===== config.mk =====
export PLATFORM = sky130hd
export DESIGN_NAME = smf_median
export DESIGN_NICKNAME = d
export VERILOG_FILES = /design/src/rtl/smf_pkg.sv /design/src/rtl/smf_median.sv
export SDC_FILE = /design/constraint.sdc
export NUM_CORES = 1
export LEC_CHECK = 0
export BUFFER_PORTS_ARGS = -buffer_cell sky130_fd_sc_hd__buf_4
export CAP_MARGIN = 20
export CORE_MARGIN = 1
export CORE_UTILIZATION = 55
export CTS_CLUSTER_SIZE = 30
export DETAILED_ROUTE_END_ITERATION = 8
export PLACE_DENSITY = 0.88
export SLEW_MARGIN = 20
export SYNTH_ARGS = -nofsm -noshare
export SYNTH_HDL_FRONTEND = slang
export SYNTH_SLANG_ARGS = --single-unit

===== constraint.sdc =====
create_clock -name clk -period 2.55 [get_ports clk]
set_input_delay 0.1275 -clock clk [delete_from_list [all_inputs] [get_ports clk]]
set_output_delay 0.1275 -clock clk [all_outputs]
set_load 0.01 [all_outputs]

===== src/rtl/smf_pkg.sv =====
// Shared types and fixed constants of the streaming median filter.
// Holds the item, result and pipeline control structs and the register map.
// No dependencies; the core and smf_median refer to it by scoped names.
package smf_pkg;

  // Fixed field widths.
  localparam int PIX_W        = 8;
  localparam int CFG_WIDTH_W  = 11;
  localparam int CFG_HEIGHT_W = 12;
  localparam int ROW_W        = 12;
  localparam int CFG_INDEX_W  = 1;
  localparam int CFG_DATA_W   = 12;

  // Register values after reset.
  localparam logic [CFG_WIDTH_W-1:0]  WIDTH_RESET  = 11'd640;
  localparam logic [CFG_HEIGHT_W-1:0] HEIGHT_RESET = 12'd480;

  // Item codes carried in the action field.
  localparam logic ACTION_PIXEL = 1'b0;
  localparam logic ACTION_FLUSH = 1'b1;

  // Output queue sizing.
  localparam int FIFO_DEPTH = 8;
  localparam int FIFO_PTR_W = 3;
  localparam int FIFO_CNT_W = 4;

  // Configuration register map.
  typedef enum logic [CFG_INDEX_W-1:0] {
    CFG_IMAGE_WIDTH  = 1'b0,
    CFG_IMAGE_HEIGHT = 1'b1
  } cfg_reg_t;

  // One input item.
  typedef struct packed {
    logic             action;
    logic [PIX_W-1:0] pixel_in;
  } smf_item_t;

  // One result item.
  typedef struct packed {
    logic [PIX_W-1:0] pixel_out;
    logic             frame_end;
  } smf_result_t;

  // Control that travels alongside the window data through the pipeline.
  typedef struct packed {
    logic valid;
    logic emit;
    logic border;
    logic frame_end;
  } smf_ctrl_t;

endpackage


===== src/rtl/smf_median.sv =====
// Two-stage rank selector: picks the median of a WINDOW x WINDOW window,
// or the center pixel for border positions. Uses smf_pkg for the control struct.
module smf_median #(
  parameter int WINDOW = 3
) (
  input  logic                     clk,
  input  logic                     rst,
  input  smf_pkg::smf_ctrl_t       ctrl_in,
  input  logic [smf_pkg::PIX_W-1:0] taps [WINDOW*WINDOW],
  output smf_pkg::smf_ctrl_t       ctrl_out,
  output logic [smf_pkg::PIX_W-1:0] median_pix
);

  localparam int TAPS = WINDOW * WINDOW;
  localparam int MID  = TAPS / 2;

  logic [TAPS-1:0]           below [TAPS];
  logic [TAPS-1:0]           below_a [TAPS];
  logic [smf_pkg::PIX_W-1:0] vals_a [TAPS];
  smf_pkg::smf_ctrl_t        ctrl_a;
  logic [TAPS-1:0]           sel_b;
  logic [smf_pkg::PIX_W-1:0] vals_b [TAPS];
  smf_pkg::smf_ctrl_t        ctrl_b;
  logic [smf_pkg::PIX_W-1:0] pick;

  // Pairwise comparisons. Equal values are ordered by tap position, so every
  // tap gets a distinct rank.
  for (genvar i = 0; i < TAPS; i++) begin : g_cmp_i
    for (genvar k = 0; k < TAPS; k++) begin : g_cmp_k
      if (k == i) begin : g_self
        assign below[i][k] = 1'b0;
      end else if (k < i) begin : g_lower
        assign below[i][k] = (taps[k] <= taps[i]);
      end else begin : g_upper
        assign below[i][k] = (taps[k] < taps[i]);
      end
    end
  end

  // Stage A registers the comparison matrix.
  always_ff @(posedge clk) begin
    if (rst) begin
      ctrl_a <= '0;
    end else begin
      ctrl_a <= ctrl_in;
    end
    below_a <= below;
    vals_a  <= taps;
  end

  // Stage B registers a one-hot flag on the tap whose rank is the middle one.
  always_ff @(posedge clk) begin
    if (rst) begin
      ctrl_b <= '0;
    end else begin
      ctrl_b <= ctrl_a;
    end
    for (int i = 0; i < TAPS; i++) begin
      sel_b[i] <= ($countones(below_a[i]) == MID);
    end
    vals_b <= vals_a;
  end

  // Select the median, or pass the center tap through at the border.
  always_comb begin
    pick = '0;
    for (int i = 0; i < TAPS; i++) begin
      pick = pick | (vals_b[i] & {smf_pkg::PIX_W{sel_b[i]}});
    end
    median_pix = ctrl_b.border ? vals_b[MID] : pick;
  end

  assign ctrl_out = ctrl_b;

endmodule

==> results of run 1 <==
## sequential cells by signal, summed over array words and instances (netlist names)
name	count
vals_a	72
below_a	72
ctrl_out	4
ctrl_a	4
vals_b	72
sel_b	9
## metal layers
metal,routed length [um],vias up
li1,-,5167
met4,2810,0
met2,18300,670
met5,0,-
met3,4470,198
met1,15900,5345
## kinds of logic after synthesis
| family | share of synthesized area |
|---|---|
| AOI/OAI and AO/OA | 0.156 |
| adders and majority gates | 0.349 |
| buffers and inverters | 0.0555 |
| DFF | 0.349 |
| and+or+nand+nor | 0.0910 |
## worst max-delay path, stage by stage (launching register included)
cell and delay (ns):
dfxtp_1 0.30, inv_1 0.05, fa_1 0.54, fa_1 0.44, fa_1 0.47, inv_1 0.08, ha_2 0.18, inv_2 0.04
fa_2 0.36, nand3_2 0.07, o21ai_1 0.06, and3b_1 0.17
## power breakdown
group	internal [mW]	total, mW	switching (mW)
sequential	3.96	4.14	0.181
clock	1.90	3.40	1.50
combinational	1.64	3.68	2.04
total	7.50	11.2	3.72
## cell usage in the layout (no fill, tap or decap), types with 2 or more instances in the layout
master         instances
and3b_1                9
a22oi_1               32
o21ai_0               72
clkinv_2               3
or2_2                 36
a21oi_1              149
nand3_1                3
dfxtp_2                8
nor2_1                 2
dfxtp_1              225
fa_2                   9
clkbuf_16             25
ha_2                   9
ha_1                 306
inv_2                 14
o211ai_1              36
clkbuf_8               3
o21a_1                34
nand4_1               72
dlygate4sd3_1         78
o21ai_1                7
fa_1                  27
nor2b_1               44
o31ai_1                2
nand3_2                6
buf_4                 92
o31a_1                 2
a21o_1                 8
a41oi_1                8
clkinv_4               4
inv_6                  3
nand2_1               34
inv_1                167
clkbuf_1               4
a211oi_1               2
## cell type report
| type | count | area share |
|---|---|---|
| clock buffer | 32 | 0.0425 |
| clock inverter | 11 | 0.00523 |
| inverter | 181 | 0.0424 |
| multi-input combinational | 910 | 0.501 |
| sequential | 233 | 0.292 |
| tap | 319 | 0.0249 |
| timing repair buffer | 170 | 0.0918 |
## what timing repair did
action	CTS	global route
cloned	0	0
resized for setup	28	25
hold buffers	78	0
pin swaps	6	7
endpoints found under the setup margin	9	9
setup buffers	1	2
hold endpoints to repair	80	0
## worst paths after layout
| kind | endpoint | start | depth (start not counted) |
|---|---|---|---|
| max | sel_b[4]$_DFF_P_ | below_a[36]$_DFF_P_ | 11 |
| min | vals_a[5]$_DFF_P_ | taps[5] | 2 |
| max reg2reg | sel_b[4]$_DFF_P_ | below_a[36]$_DFF_P_ | 11 |
| min reg2reg | vals_b[48]$_DFF_P_ | vals_a[48]$_DFF_P_ | 0 |
==> impl_metrics.tcl, run 1 <==
set metrics [dict create \
    status "finished, violations left" \
    violations "DRC, setup timing" \
    avgViaCountPerCell 6.13 \
    wire_per_inst_um 22.4 \
    yosys_register_bits 233 \
    die_width_um 158 \
    synth_area_per_cell_um2 10.0 \
    ant_nets 0 \
    finalPower_mw 11.2 \
    critical_path_class "reg -> reg" \
    drv_slew 0 \
    synth_common_cells "ha_1 (315), dfxtp_1 (233), inv_1 (181), a21oi_1 (149), o21ai_0 (79)" \
    synth_top_area_frac 0.349 \
    fin_hold_ws_ns 0.267 \
    cts_tree "yes" \
    critPathLaunchType "flop" \
    ys.flop_type "dfxtp_1" \
    use_met1 0.407 \
    drc 2 \
    area_growth_pct 19.9 \
    hold_path.class "in -> reg" \
    worst-r2r-setup-slack_ns -0.33 \
    final_cells 1856 \
    diodes 0 \
    worstPathArrival_ns 3.28 \
    antenna_found_initial 0 \
    max_freq_ghz 0.347 \
    numPortBuffers 89 \
    final_nets 1949 \
    p_leak_nw 7.60 \
    ctsRootBufferMaster "clkbuf_16" \
    worstPathMaxFanout 2 \
    numCtsBuffers 24 \
    synth_cell_types 24 \
    routed_wl_mm 41.5 \
    setup_viol 9 \
    synth.area.top_cells "dfxtp_1 (35%), ha_1 (29%), a21oi_1 (5.6%)" \
    grt_pass1_vias 11500 \
    clkTransAtPathRegs_ns 0.06 \
    cts.sinks 233 \
    start_util 0.565 \
    worst_slack_ns -0.330 \
    rows 56 \
    setup_tns_ns -2.45 \
    min_period_ns 2.88 \
    synthArstFlopShare 0 \
    chipHeight_um 158 \
    slew_headroom 0.558 \
    grt-ovfl-total 0 \
    clk_latency_ns 0.52 \
    ir_worst_vdd_mv 0.629 \
    first_iter_violations 1061 \
    dp.cells 1732 \
    crit_required_ns 2.95 \
    dr.pass1.iters 9 \
    syn_area_um2 13400 \
    skew_ns 0.0168 \
    grt_start_max_net_pins 16 \
    fin_util 0.677 \
    synth_nets 1763 \
    post-synth-top-area-cell "dfxtp_1" \
    coreArea_um2 23700 \
    grtUsageMet2 0.545 \
    busiest_layer "met2" \
    rsz0062_at_grt "yes" \
    drv_cap 0 \
    power.density_nw_per_um2 700 \
    post-route-period-util 1.13 \
    synth.most_common_cell "ha_1" \
    stdcell_area_um2 16000 \
    worstSetupEndpointType "flop" \
    tightest_slew_ns 0.662 \
    dp_slack_ns -0.337 \
    dp_hpwl_mm 29.0 \
    grt.met3_usage 0.0687 \
    synthCells 1334 \
    via_count 11400 \
    synth_edf_count 0 \
    die_area_um2 24900 \
    cts_buffer_depth 3 \
    ioPinCount 90 \
    htreeDepth 1 \
    place_area_um2 14400 \
    final-seq-area_um2 4670 \
    track_usage 0.338 \
    fillerInstances 1725 \
    place_congestion 0.919 \
    multi_input_area_um2 8040 \
    finalHoldViolations 0 \
    yosys_warnings 0 \
    grt_pass1_wl_mm 62.1 \
    drive_above_1_share 0.139 \
    ys_seq_area_frac 0.349 \
]
Note: power is estimated with default switching activity, not from simulation.
==> run 2, diff against run 1 <==
- CORE_UTILIZATION: 55 -> 51
- PLACE_DENSITY: 0.88 -> 0.81
- TNS_END_PERCENT: not set -> 30
- clock period: 2.55 -> 3.6 ns (I/O delays scaled with it)
==> run 2 against run 1 <==
  * The run now ends clean
  * Sequential share of layout area about the same
  * Combinational power down 35%
  * Sequential cell count unchanged
  * Critical path type unchanged
  * Highest routed layer unchanged
==> impl_metrics.tcl, run 2 (synthesis results as in run 1) <==
set metrics [dict create \
    p_leak_nw 7.64 \
    power.density_nw_per_um2 494 \
    post-route-period-util 0.802 \
    ctsRootBufferMaster "clkbuf_16" \
    cts_setup_buffers 0 \
    final-seq-area_um2 4660 \
    critical_path_class "reg -> reg" \
    drv_slew 0 \
    via_count 11100 \
    area_growth_pct 19.8 \
    ioPinCount 90 \
    cts.sinks 233 \
    fin_util 0.629 \
    dr.pass1.iters 7 \
    finalHoldViolations 0 \
    final_nets 1947 \
    max_freq_ghz 0.347 \
    chipHeight_um 164 \
    critPathLaunchType "flop" \
    stdcell_area_um2 16000 \
    grt_pass1_vias 11000 \
    dp_hpwl_mm 29.0 \
    place_congestion 0.935 \
    coreArea_um2 25500 \
    htreeDepth 1 \
    status "finished clean" \
    cts_buffer_depth 3 \
    min_period_ns 2.89 \
    reg.largest.list "below_a (72), vals_a (72), vals_b (72)" \
    start_util 0.525 \
    worstPathArrival_ns 3.32 \
    wire_per_inst_um 21.5 \
    worstSetupEndpointType "flop" \
    cts_tree "yes" \
    drive_above_1_share 0.107 \
    rows 58 \
    numPortBuffers 89 \
    skew_ns 0.0239 \
    ant_nets 0 \
    multi_input_area_um2 7960 \
    crit_required_ns 4.03 \
    setup_tns_ns 0 \
    hold_path.class "in -> reg" \
    die_area_um2 26900 \
    routed_wl_mm 40.1 \
    ir_worst_vdd_mv 0.515 \
    setup_viol 0 \
    place_area_um2 14400 \
    layout_common_cells "ha_1 (315), dfxtp_1 (233), inv_1 (181)" \
    grt-ovfl-total 0 \
    worst-r2r-setup-slack_ns 0.71 \
    tightest_slew_ns 0.626 \
    die_width_um 164 \
    drc 0 \
    avgViaCountPerCell 5.95 \
    fillerInstances 1971 \
    drv_cap 0 \
    final_common_cell "ha_1" \
    rsz0062_at_grt "no" \
    fin_hold_ws_ns 0.309 \
    slew_headroom 0.582 \
    clkTransAtPathRegs_ns 0.07 \
    worstPathMaxFanout 2 \
    grt_pass1_wl_mm 60.2 \
    antenna_found_initial 1 \
    first_iter_violations 942 \
    clk_latency_ns 0.53 \
    track_usage 0.302 \
    grt_start_max_net_pins 15 \
    numCtsBuffers 24 \
]
-- run 2: area by class of cell --
cell class / count / share of cell area
repair buffers: 168 / 0.0911
inverters: 181 / 0.0424
multi-input cells: 910 / 0.497
diodes: 2 / 0.000313
clock buffers: 31 / 0.0416
clock inverters: 12 / 0.0102
flip-flops and latches: 233 / 0.291
well taps: 330 / 0.0258
-- run 2: path summary, 6_finish.rpt --
path                         to  cells after the start                start
max            sel_b[2]$_DFF_P_                     11  below_a[54]$_DFF_P_
min          vals_a[64]$_DFF_P_                      2             taps[64]
max reg2reg    sel_b[2]$_DFF_P_                     11  below_a[54]$_DFF_P_
min reg2reg  vals_b[44]$_DFF_P_                      0   vals_a[44]$_DFF_P_
-- run 2: where the power goes --
| part | switching (mW) | leakage, nW | total, mW | internal, mW |
|---|---|---|---|---|
| registers | 0.121 | 1.96 | 2.92 | 2.80 |
| logic | 1.33 | 5.27 | 2.39 | 1.06 |
| clock network | 1.06 | 0.402 | 2.59 | 1.53 |
| total | 2.51 | 7.64 | 7.90 | 5.39 |
-- run 2: stage by stage --
stage / cells / power, mW / setup WS [ns]
after floorplan: 1334 / 4.45 / 0.873
after global placement: 1743 / 5.04 / 0.831
after global routing: 1865 / 8.36 / 0.557
after detailed placement: 1743 / 5.23 / 0.694
after CTS: 1865 / 7.86 / 0.720
final: 1867 / 7.90 / 0.714
-- run 2: repair_timing --
| action | in CTS | in global routing |
|---|---|---|
| resized for setup | 0 | 0 |
| hold buffers | 79 | 0 |
| endpoints found under the hold margin | 80 | 0 |
-- run 2: critical path, cell delays in order (launching register included) --
cell,delay (ns)
dfxtp_1,0.31
inv_1,0.05
fa_1,0.55
fa_1,0.43
fa_1,0.43
inv_1,0.07
ha_1,0.16
inv_1,0.06
fa_1,0.38
nand3_1,0.08
o21ai_0,0.08
and3b_1,0.19
-- run 2: routing by layer --
layer  part of all wire  wire length, um  track usage  up-vias
met5                  0                0            0        -
met4              0.063             2530        0.183        0
met3               0.10             4020       0.0687      161
met2               0.45            18200        0.497      560
met1               0.38            15400        0.359     5227
li1                   -                -            -     5169
